$ cat config.mk
export PLATFORM = sky130hd
export DESIGN_NAME = hcbp_byte_serializer
export DESIGN_NICKNAME = d
export VERILOG_FILES = /design/src/hcbp_pkg.sv /design/src/hcbp_byte_serializer.sv
export SDC_FILE = /design/constraint.sdc
export NUM_CORES = 1
export LEC_CHECK = 0
export BUFFER_PORTS_ARGS = -buffer_cell sky130_fd_sc_hd__buf_4
export CORE_UTILIZATION = 55
export DETAILED_ROUTE_END_ITERATION = 16
export PLACE_DENSITY = 0.84
export SLEW_MARGIN = 5
export SYNTH_ARGS = -nofsm -noshare
export SYNTH_HDL_FRONTEND = slang
export SYNTH_SLANG_ARGS = --single-unit
$ cat constraint.sdc
create_clock -name aclk -period 6.5 [get_ports aclk]
set_clock_uncertainty 0.15 [all_clocks]
set_input_delay 1.3 -clock aclk [delete_from_list [all_inputs] [get_ports aclk]]
set_output_delay 1.3 -clock aclk [all_outputs]
set_load 0.005 [all_outputs]
$ cat src/hcbp_pkg.sv
// Package for the Huffman code bit packer.
// Holds the sizing constants, the payload and byte-group structs and a helper.
// No dependencies.
`default_nettype none

package hcbp_pkg;

    // Number of symbols that have a code table entry.
    localparam int SYMBOL_COUNT  = 256;
    // Longest code that may be loaded.
    localparam int MAX_CODE_BITS = 32;

    // Code bits kept per entry: the field width, capped by MAX_CODE_BITS.
    localparam int CODE_W   = 32;
    localparam int CODE_CAP = (MAX_CODE_BITS < CODE_W) ? MAX_CODE_BITS : CODE_W;
    localparam int LEN_W    = 6;
    localparam int SYM_W    = 8;
    localparam int ADDR_W   = (SYMBOL_COUNT > 1) ? $clog2(SYMBOL_COUNT) : 1;

    // Up to four full bytes from one code plus one flush byte.
    localparam int GROUP_BYTES = 5;
    localparam int CNT_W       = 3;
    // Pending byte on top of a full code word.
    localparam int ACC_W       = 8 + CODE_W;

    // Item actions.
    localparam logic ACT_LOAD   = 1'b0;
    localparam logic ACT_ENCODE = 1'b1;

    typedef struct packed {
        logic              action;
        logic [SYM_W-1:0]  symbol;
        logic [CODE_W-1:0] code_value;
        logic [LEN_W-1:0]  code_length;
        logic              end_of_stream;
    } in_item_t;

    typedef struct packed {
        logic [7:0] out_byte;
        logic       last_of_run;
    } out_item_t;

    // Bytes produced by one item, first byte in entry 0.
    typedef struct packed {
        logic [GROUP_BYTES-1:0][7:0] bytes;
        logic [CNT_W-1:0]            count;
    } group_t;

    // True when the symbol has a code table entry.
    function automatic logic sym_in_range(input logic [SYM_W-1:0] sym);
        return ({1'b0, sym} < (SYM_W+1)'(SYMBOL_COUNT));
    endfunction

endpackage

`default_nettype wire

$ cat src/hcbp_byte_serializer.sv
// Output stage: holds one item's byte group and sends it a byte per transaction.
// Takes the next group as the last byte of the current one leaves.
// Depends on hcbp_pkg.
`default_nettype none

module hcbp_byte_serializer (
    input  wire logic                aclk,
    input  wire logic                aresetn,
    input  wire logic                grp_valid,
    output logic                     grp_ready,
    input  wire hcbp_pkg::group_t    grp,
    output logic                     m_valid,
    input  wire logic                m_ready,
    output hcbp_pkg::out_item_t      m_data
);

    logic [hcbp_pkg::GROUP_BYTES-1:0][7:0] bytes_reg, bytes_next;
    logic [hcbp_pkg::CNT_W-1:0]            cnt_reg, cnt_next;
    logic                                  m_fire;
    logic                                  grp_fire;

    assign m_valid   = (cnt_reg != '0);
    assign m_fire    = m_valid && m_ready;
    assign grp_ready = !m_valid || (m_ready && (cnt_reg == hcbp_pkg::CNT_W'(1)));
    assign grp_fire  = grp_valid && grp_ready;

    assign m_data.out_byte    = bytes_reg[0];
    assign m_data.last_of_run = (cnt_reg == hcbp_pkg::CNT_W'(1));

    // Load a new group, or shift the sent byte out
    always_comb begin
        bytes_next = bytes_reg;
        cnt_next   = cnt_reg;
        if (grp_fire) begin
            bytes_next = grp.bytes;
            cnt_next   = grp.count;
        end else if (m_fire) begin
            for (int k = 0; k < hcbp_pkg::GROUP_BYTES - 1; k++) begin
                bytes_next[k] = bytes_reg[k+1];
            end
            bytes_next[hcbp_pkg::GROUP_BYTES-1] = '0;
            cnt_next = cnt_reg - hcbp_pkg::CNT_W'(1);
        end
    end

    always_ff @(posedge aclk) begin
        bytes_reg <= bytes_next;
    end

    always_ff @(posedge aclk) begin
        if (!aresetn) begin
            cnt_reg <= '0;
        end else begin
            cnt_reg <= cnt_next;
        end
    end

endmodule

`default_nettype wire

After elaboration in Yosys (flattened, before gate mapping)
Cells that the tools add are included.

storage, ports and cells
  output and inout bits = 11
  input bits = 47
  logic and storage cells = 19
  flip-flop bits (word level) = 43
  memory bits (writable) = 0
  ROM bits = 0
  memories = 0
  bits in latches = 0

operators by class
  divide/modulo/power cells = 0
  eq/ne operators = 1
  $mul = 0
  mux-type cells = 4
  shifts and indexed selects = 0
  $lt $le $gt $ge = 0
  reduce and logical (&&, ||, !) cells = 7
  $add $sub $neg = 1
  bitwise operators = 0

operators by type and width
  operator             number
  $mux 40              2
  $mux 3               2
  $eq 3x1->1 const B   1
  $logic_and 1x1->1    3
  $reduce_bool 3->1    1
  $sub 3x1->3 const B  1
  $reduce_bool 2->1    1
  $logic_not 1->1      1
  $logic_or 1x1->1     1

Longest topological paths before layout
Gate-level depths: netlist of the first run.

  depth after elaboration = 5
  depth in mapped cells = 7
  gate-level depth less buffers = 6

Worst setup path after synthesis of the first run
Ideal clock, no wire load.

  path type = input to output
  start point = input port m_ready
  end point = output port grp_ready
  stages = 2
  data required time = 5.050 ns
  path buffers = 0
  setup slack = 3.649 ns
  arrival = 1.401 ns
  cells stage by stage = nand2_1 > nand2_1

on the way
  longest elaborated chain between the ends = 2

RTL lines
  element            line                        text
  start, declared    hcbp_byte_serializer.sv:13  input wire logic m_ready,
  $logic_and 1x1->1  hcbp_byte_serializer.sv:24  assign grp_ready = !m_valid || (m_ready && (cnt_reg == hcbp_pkg::CNT_W'(1)));
  $logic_or 1x1->1   hcbp_byte_serializer.sv:24
  end, declared      hcbp_byte_serializer.sv:10  output logic grp_ready,

Every way passes these cells.

Final worst setup path of the first run
Same ends and word-level chain as after synthesis.

==> results_dict.tcl, run 1 <==
set metrics [dict create \
    cts.htree.levels 2 \
    finalHoldViolCount 0 \
    initial_core_util_pct 58.4 \
    maximum_number_of_pins_on_one_net_before_global_route_repair 44 \
    critical_path.startpoint_type "input pin" \
    final_antenna_net_count 0 \
    ctsRootBufferMaster "sky130_fd_sc_hd__clkbuf_4" \
    avgSynthCellArea_sq_um 15.7 \
    detail_route.iter0.violations 55 \
    detail_route.first_pass.iterations 4 \
    syn_nets 176 \
    clkLatencyLatePin_ns 0.35 \
    slew_headroom_pct 36.7 \
    sum_of_negative_setup_slack_ns 0 \
    dieWidth_microns 62.0 \
    report.power.total_uw 932 \
    endpoint_of_the_worst_slack_reg_to_reg_timing_path "bytes_reg[12]$_DFFE_PP_" \
    crit_path_start "m_ready" \
    post-route-cell-area_sq_um 2420 \
    globalplace.congestion 0.870 \
    clk_transition_reported_paths_ns 0.12 \
    clock_sinks 43 \
    final_critical_path_setup_slack_ns 3.38 \
    post-synth-top-area-fraction_pct 60.7 \
    min_path_cells 2 \
    critical-path-slowest-cell "sky130_fd_sc_hd__buf_4" \
    drc_errors 0 \
    cp.depth 4 \
    io-pin-count 58 \
    gr-total-overflow 0 \
    floorplan.die_area_sq_um 3840 \
    final_layout_size_suffix_gt1_share_pct 55.6 \
    sequentialPowerShare_pct 52.9 \
    global_route.usage.total_pct 17.2 \
    net-switching-power_uw 252 \
    maxSlewViolCount 0 \
    timing.critical_path.slowest_cell_delay_ns 0.14 \
    outcome "finished, final reports clean" \
    numCtsBuffers 5 \
    area_growth_pct 22.3 \
    max_freq_ghz 0.320 \
    timing.critical_path.arrival_ns 1.67 \
    leakage_uw 0.000965 \
    synth_cell_types 18 \
    largest_register_ffs 32 \
    total_via_count_in_the_routed_design 1134 \
    buffer_and_inverter_count_on_the_worst_path 2 \
    dieHeight_microns 62.0 \
    antennaDiodeCount 0 \
    min_period_ns 3.12 \
    min-delay-path-class "register to register" \
    unrepaired_setup_endpoints_after_global_routing "no" \
    routedWlPerCell_microns 13.1 \
    floorplan_core_area_sq_um 3390 \
    power.share.switching_pct 27.0 \
    vias_per_cell 5.02 \
    timing.reg2reg.setup_slack_ns 3.86 \
    setup_viol 0 \
    setup.worst_path.end "grp_ready" \
    timing.critical_path.cells "buf_4 -> nand2_1 -> nand2_1 -> buf_4" \
    synth_area_leader_cell "sky130_fd_sc_hd__edfxtp_1" \
    tightest_slew_ns 0.949 \
    dp.final_hpwl_mm 2.10 \
    worst_vdd_drop_mv 0.207 \
    worst-setup-path-type "input pin to primary output" \
    grt_antenna_before_repair 0 \
    place_inst 218 \
    placement_rows 21 \
    endpoint_kind "primary output" \
    yosysWarnings 0 \
    drt_wl_total_mm 2.97 \
    path_delay_family "buffers and inverters" \
    crit_reg_reg_startpoint "cnt_reg[0]$_SDFFE_PN0P_" \
    grt_first_pass_wirelength_mm 4.49 \
    maximum_fanout_along_the_worst_path 6 \
    worst_hold_startpoint "cnt_reg[0]$_SDFFE_PN0P_" \
    finish.cell_count_without_fillers 226 \
    ctsResizeCount 0 \
    syn-instance-count 126 \
    timing.max_cap.violations 0 \
    grt_pass1_vias 1056 \
    clkPwrFrac_pct 13.5 \
    port_buffers 57 \
    layout.cells.most_common_list "sky130_fd_sc_hd__buf_4 (58), sky130_fd_sc_hd__edfxtp_1 (40), sky130_fd_sc_hd__mux2_2 (33)" \
    synth.area.top_cells "sky130_fd_sc_hd__edfxtp_1 (61%), sky130_fd_sc_hd__mux2_2 (19%), sky130_fd_sc_hd__dfxtp_1 (3.0%)" \
    postCtsSetupBuffers 0 \
    placed_area_sq_um 2370 \
    syn_area_sq_um 1980 \
    proportion_of_synthesized_chip_area_in_sequential_cells_pct 63.7 \
    cts_tree "built" \
    comb_power_share_pct 33.6 \
    fin_nets 229 \
    ys_seq_elements 43 \
    timing.critical_path.required_ns 5.05 \
    postCtsHoldBufs 0 \
    ff2ff_path_depth 6 \
    power_density_nw_per_um2 385 \
    final_common_cell "sky130_fd_sc_hd__buf_4" \
    final.period_utilization_pct 48.0 \
    dp_slack_ns 3.02 \
    cell_internal_pwr_uw 680 \
    clock_path_buffers 2 \
]
layout make-up:
cell class	count	area, sq um
clock inverters	2	12.5
flip-flops and latches	43	1260
repair buffers	58	435
well taps	46	57.6
multi-input cells	67	598
fillers	255	968
inverters	4	15.0
clock buffers	6	41.3
per-stage QoR:
stage | hold WS [ns] | util (%)
2_1_floorplan | 0.314 | -
3_3_place_gp | 0.331 | 69.8
3_5_place_dp | 0.349 | 69.8
4_1_cts | 0.366 | 71.4
5_1_grt | 0.401 | 71.4
6_report | 0.359 | 71.4
how the worst min path moves through the flow:
stage | to | slack [ns]
final | cnt_reg[0]$_SDFFE_PN0P_ | 0.36
after global routing | cnt_reg[0]$_SDFFE_PN0P_ | 0.40
after CTS | cnt_reg[0]$_SDFFE_PN0P_ | 0.37
after detailed placement | cnt_reg[0]$_SDFFE_PN0P_ | 0.35
after global placement | cnt_reg[0]$_SDFFE_PN0P_ | 0.33
after floorplan | cnt_reg[0]$_SDFFE_PN0P_ | 0.31
metal layers:
layer  vias to the layer above  wire length [microns]  global-route usage (%)
met3                         5                    206                    6.83
li1                        564                      -                       -
met1                       522                   1160                    18.6
met4                         0                     53                    7.62
met2                        43                   1540                    29.6
met5                         -                      0                       0
synthesized netlist by cell type:
cell type / number
sky130_fd_sc_hd__nor3_1: 3
sky130_fd_sc_hd__nor3b_4: 1
sky130_fd_sc_hd__edfxtp_1: 40
sky130_fd_sc_hd__nand3_1: 2
sky130_fd_sc_hd__a21oi_2: 1
sky130_fd_sc_hd__mux2_2: 33
sky130_fd_sc_hd__inv_1: 4
sky130_fd_sc_hd__dfxtp_1: 3
sky130_fd_sc_hd__and2_1: 8
sky130_fd_sc_hd__buf_6: 4
sky130_fd_sc_hd__o21ai_0: 2
sky130_fd_sc_hd__buf_4: 8
sky130_fd_sc_hd__o22ai_1: 1
sky130_fd_sc_hd__nor2b_1: 5
sky130_fd_sc_hd__nand2_1: 6
sky130_fd_sc_hd__ha_1: 3
sky130_fd_sc_hd__a21boi_0: 1
sky130_fd_sc_hd__a221oi_1: 1
kinds of logic after synthesis:
group	synth area share, %
AO/OA/AOI/OAI	2.09
adder cells (fa/ha/maj)	1.90
buffers and inverters	6.07
flip-flops	63.7
multiplexers	18.8
AND/OR/NAND/NOR	7.46
worst reg2reg max path, cell delays in order, from the launching register on:
cell	delay, ns
sky130_fd_sc_hd__dfxtp_1	0.34
sky130_fd_sc_hd__inv_1	0.10
sky130_fd_sc_hd__ha_1	0.23
sky130_fd_sc_hd__a21oi_2	0.07
sky130_fd_sc_hd__nor3b_4	0.72
sky130_fd_sc_hd__buf_4	0.42
sky130_fd_sc_hd__mux2_2	0.38
power by group through the flow:
stage	combinational, uW	clock (uW)	sequential [uW]
final	313	126	493
after global routing	348	142	507
after CTS	319	130	495
after detailed placement	318	0	503
after global placement	301	0	497
after floorplan	256	0	490
No activity file was read; power rests on OpenSTA's default activity.
==> inputs of run 2 (changes only) <==
CORE_UTILIZATION = 46   (was 55)
PLACE_DENSITY = 0.75   (was 0.84)
clock period = 2.7 ns   (was 6.5 ns; I/O delays follow)
==> results_dict.tcl, run 2 (synthesized netlist as in run 1, its figures left out) <==
set metrics [dict create \
    grt_antenna_before_repair 0 \
    antennaDiodeCount 0 \
    total_via_count_in_the_routed_design 1132 \
    area_growth_pct 25.7 \
    postCtsHoldBufs 0 \
    vias_per_cell 4.90 \
    outcome "finished, final reports clean" \
    io-pin-count 58 \
    timing.critical_path.cells "inv_1 -> ha_1 -> nor2b_1 -> mux2_2 -> o21ai_0 -> nor3_1" \
    ff_latch_area_sq_um 1260 \
    fin_nets 230 \
    max_freq_ghz 0.417 \
    finalHoldViolCount 0 \
    maxSlewViolCount 0 \
    final_layout_size_suffix_gt1_share_pct 55.8 \
    timing.max_cap.violations 0 \
    routedWlPerCell_microns 14.1 \
    largest_register_ffs 32 \
    grt_pass1_vias 1182 \
    floorplan.die_area_sq_um 4570 \
    dp_slack_ns 0.261 \
    unrepaired_setup_endpoints_after_global_routing "no" \
    floorplan_core_area_sq_um 4060 \
    clock_path_buffers 2 \
    min_period_ns 2.40 \
    routedLengthMet1_mm 1.34 \
    worst_vdd_drop_mv 0.373 \
    setup_viol 0 \
    post-route-cell-area_sq_um 2490 \
    initial_core_util_pct 48.8 \
    buffer_and_inverter_count_on_the_worst_path 1 \
    cts_tree "built" \
    timing.critical_path.slowest_cell_delay_ns 0.86 \
    multi_input_area_sq_um 598 \
    placement_rows 23 \
    uppermost_layer_routed "met4" \
    leakage_uw 0.000998 \
    worst-setup-path-type "register to register" \
    drc_errors 0 \
    grt_first_pass_wirelength_mm 5.17 \
    cts.htree.levels 2 \
    power_density_nw_per_um2 979 \
    endpoint_kind "register" \
    timing.critical_path.required_ns 2.76 \
    num-fill-cells 322 \
    placed_area_sq_um 2380 \
    dieWidth_microns 67.6 \
    tightest_slew_ns 0.980 \
    sum_of_negative_setup_slack_ns 0 \
    clk_transition_reported_paths_ns 0.07 \
    final_antenna_net_count 0 \
    detail_route.first_pass.iterations 3 \
    drt_wl_total_mm 3.26 \
    global_route.usage.total_pct 15.6 \
    layout.cells.most_common_list "sky130_fd_sc_hd__buf_4 (59), sky130_fd_sc_hd__edfxtp_1 (40), sky130_fd_sc_hd__mux2_2 (33)" \
    globalplace.congestion 0.695 \
    maximum_fanout_along_the_worst_path 43 \
    timing.critical_path.arrival_ns 2.46 \
    min-delay-path-class "register to register" \
    detail_route.iter0.violations 96 \
    detailroute.wirelength.met3_microns 234 \
    met2RoutedLength_mm 1.66 \
    clkLatencyLatePin_ns 0.29 \
    critical_path.startpoint_type "register" \
    critical-path-slowest-cell "sky130_fd_sc_hd__mux2_2" \
    port_buffers 57 \
    dp.final_hpwl_mm 2.30 \
    report.power.total_uw 2430 \
    ctsRootBufferMaster "sky130_fd_sc_hd__clkbuf_8" \
    postCtsSetupBuffers 0 \
    final_critical_path_setup_slack_ns 0.302 \
    numCtsBuffers 5 \
    path_delay_family "multiplexers" \
    dieHeight_microns 67.6 \
    final_common_cell "sky130_fd_sc_hd__buf_4" \
    ctsResizeCount 0 \
    maximum_number_of_pins_on_one_net_before_global_route_repair 44 \
    slew_headroom_pct 34.7 \
    gr-total-overflow 0 \
    post_layout_utilization_of_the_core_pct 61.3 \
    clock_sinks 43 \
    final.period_utilization_pct 88.8 \
]
[run 2: path summary, 6_finish.rpt]
kind                            from                       to  slack [ns]  depth (start not counted)
max          cnt_reg[0]$_SDFFE_PN0P_  cnt_reg[1]$_SDFFE_PN0P_        0.30                          6
min          cnt_reg[0]$_SDFFE_PN0P_  cnt_reg[0]$_SDFFE_PN0P_        0.35                          2
max reg2reg  cnt_reg[0]$_SDFFE_PN0P_  cnt_reg[1]$_SDFFE_PN0P_        0.30                          6
min reg2reg  cnt_reg[0]$_SDFFE_PN0P_  cnt_reg[0]$_SDFFE_PN0P_        0.35                          2
[run 2: report_power, final]
part | switching, uW | total, uW | leakage (uW) | internal (uW)
registers | 73.5 | 1190 | 0.000423 | 1120
logic | 338 | 767 | 0.000519 | 429
clock network | 207 | 478 | 0.0000556 | 271
total | 618 | 2430 | 0.000998 | 1820
[run 2: area by class of cell]
type	count	area share, %
flip-flops and latches	43	50.7
well taps	50	2.52
inverters	4	0.604
multi-input cells	67	24.0
clock inverters	3	1.56
clock buffers	5	2.77
repair buffers	59	17.8
[run 2: metrics by stage]
stage               hold WS [ns]  instances
finish                     0.351        231
global route               0.375        231
CTS                        0.355        231
detailed placement         0.342        223
global placement           0.324        223
floorplan                  0.314        126
[run 2: metal layers]
metal / track usage (%) / up-vias
met5: 0 / -
met4: 5.59 / 0
met3: 4.73 / 6
met2: 26.0 / 43
li1: - / 559
met1: 19.1 / 524
[run 2: worst reg2reg max path, cell delays in order (launching register included)]
cell	delay, ns
sky130_fd_sc_hd__dfxtp_1	0.33
sky130_fd_sc_hd__inv_1	0.10
sky130_fd_sc_hd__ha_1	0.23
sky130_fd_sc_hd__nor2b_1	0.26
sky130_fd_sc_hd__mux2_2	0.86
sky130_fd_sc_hd__o21ai_0	0.22
sky130_fd_sc_hd__nor3_1	0.17
==> inputs of run 3 (changes only) <==
BUFFER_PORTS_ARGS = not set   (was -buffer_cell sky130_fd_sc_hd__buf_4)
CORE_UTILIZATION = 55   (was 46)
DONT_BUFFER_PORTS = 1   (was not set)
PLACE_DENSITY = 0.73   (was 0.75)
==> results_dict.tcl, run 3 (synthesized netlist as in run 1, its figures left out) <==
set metrics [dict create \
    outcome "finished, final reports clean" \
    globalplace.congestion 0.644 \
    final.period_utilization_pct 79.1 \
    initial_core_util_pct 58.4 \
    report.power.total_uw 2090 \
    finish.cell_count_without_fillers 171 \
    ctsRootBufferMaster "sky130_fd_sc_hd__clkbuf_4" \
    cell_internal_pwr_uw 1530 \
    dp_slack_ns 0.673 \
    area_growth_pct 1.83 \
    sequentialPowerShare_pct 57.2 \
    endpoint_kind "primary output" \
    comb_power_share_pct 29.4 \
    largest_register_ffs 32 \
    dieWidth_microns 62.0 \
    tightest_slew_ns 0.303 \
    global_route.usage.total_pct 15.3 \
    place_inst 163 \
    final_critical_path_setup_slack_ns 0.563 \
    grt_first_pass_wirelength_mm 4.06 \
    port_buffers 0 \
    gr-total-overflow 0 \
    leakage_uw 0.000705 \
    vias_per_cell 5.39 \
    dp.final_hpwl_mm 1.84 \
    unrepaired_setup_endpoints_after_global_routing "no" \
    dieHeight_microns 62.0 \
    cts_tree "built" \
    finalHoldViolCount 0 \
    fin_nets 174 \
    final_antenna_net_count 0 \
    total_via_count_in_the_routed_design 922 \
    ctsResizeCount 0 \
    drt_wl_total_mm 2.66 \
    power.share.switching_pct 26.8 \
    grt_antenna_before_repair 0 \
    setup_viol 0 \
    maximum_fanout_along_the_worst_path 4 \
    min-delay-path-class "input pin to register" \
    clkPwrFrac_pct 13.4 \
    drc_errors 0 \
    net-switching-power_uw 561 \
    max_freq_ghz 0.468 \
    floorplan_core_area_sq_um 3390 \
    sum_of_negative_setup_slack_ns 0 \
    min_period_ns 2.14 \
    slew_headroom_pct 79.8 \
    timing.critical_path.required_ns 2.01 \
    critical_path.startpoint_type "register" \
    placement_rows 21 \
    postCtsHoldBufs 0 \
    worst_vdd_drop_mv 0.450 \
    floorplan.die_area_sq_um 3840 \
    final_common_cell "sky130_fd_sc_hd__edfxtp_1" \
    final_layout_size_suffix_gt1_share_pct 34.4 \
    maximum_number_of_pins_on_one_net_before_global_route_repair 44 \
    timing.max_cap.violations 0 \
    clock_path_buffers 2 \
    grt_pass1_vias 967 \
    layout.cells.most_common_list "sky130_fd_sc_hd__edfxtp_1 (40), sky130_fd_sc_hd__mux2_2 (33), sky130_fd_sc_hd__and2_1 (8)" \
    detail_route.first_pass.iterations 4 \
    clkLatencyLatePin_ns 0.34 \
    maxSlewViolCount 0 \
    timing.critical_path.arrival_ns 1.45 \
    io-pin-count 58 \
    antennaDiodeCount 0 \
    power_density_nw_per_um2 1040 \
    numCtsBuffers 5 \
    detail_route.iter0.violations 45 \
    clk_transition_reported_paths_ns 0.10 \
    postCtsSetupBuffers 0 \
    cts.htree.levels 2 \
    clock_sinks 43 \
    worst-setup-path-type "register to primary output" \
    routedWlPerCell_microns 15.5 \
]
==> run 3: per-stage QoR <==
stage / utilization, % / hold slack, ns / area [sq um]
after floorplan: - / 0.314 / 1980
after global placement: 58.0 / 0.326 / 1970
after detailed placement: 58.0 / 0.336 / 1970
after CTS: 59.5 / 0.154 / 2020
after global routing: 59.5 / 0.142 / 2020
final: 59.5 / 0.173 / 2020
==> run 3: power by group through the flow <==
stage	logic, uW	registers, uW	clock network, uW
2_1_floorplan	616	1180	0
3_3_place_gp	588	1200	0
3_5_place_dp	619	1220	0
4_1_cts	624	1200	291
5_1_grt	678	1230	320
6_report	615	1200	281
==> run 3: final cells by class <==
cell class,count,area (sq um)
sequential,43,1260
clock buffer,6,41.3
tap,46,57.6
clock inverter,2,7.51
timing repair buffer,3,35.0
inverter,4,15.0
fill,250,1370
multi-input combinational,67,598
==> run 3: path summary, 6_finish.rpt <==
path                                start                 endpoint  slack [ns]  depth (start not counted)
setup reg to reg  cnt_reg[0]$_SDFFE_PN0P_      m_data[2]$_DFFE_PP_        0.68                          6
hold reg to reg   cnt_reg[0]$_SDFFE_PN0P_  cnt_reg[0]$_SDFFE_PN0P_        0.35                          2
hold / removal                    aresetn  cnt_reg[2]$_SDFFE_PN0P_        0.17                          2
setup / recovery  cnt_reg[0]$_SDFFE_PN0P_                grp_ready        0.56                          5
==> run 3: worst max-delay path, stage by stage (launching register included) <==
cell and delay [ns]:
sky130_fd_sc_hd__dfxtp_1 0.34, sky130_fd_sc_hd__inv_1 0.10, sky130_fd_sc_hd__ha_1 0.22, sky130_fd_sc_hd__nor2b_1 0.27, sky130_fd_sc_hd__inv_1 0.11, sky130_fd_sc_hd__nand2_1 0.09
==> run 3: routing by layer <==
layer | track usage [%] | share of wire (%)
met2 | 26.7 | 51
met5 | 0 | 0
met4 | 4.76 | 0.34
met3 | 9.11 | 10
met1 | 15.1 | 39
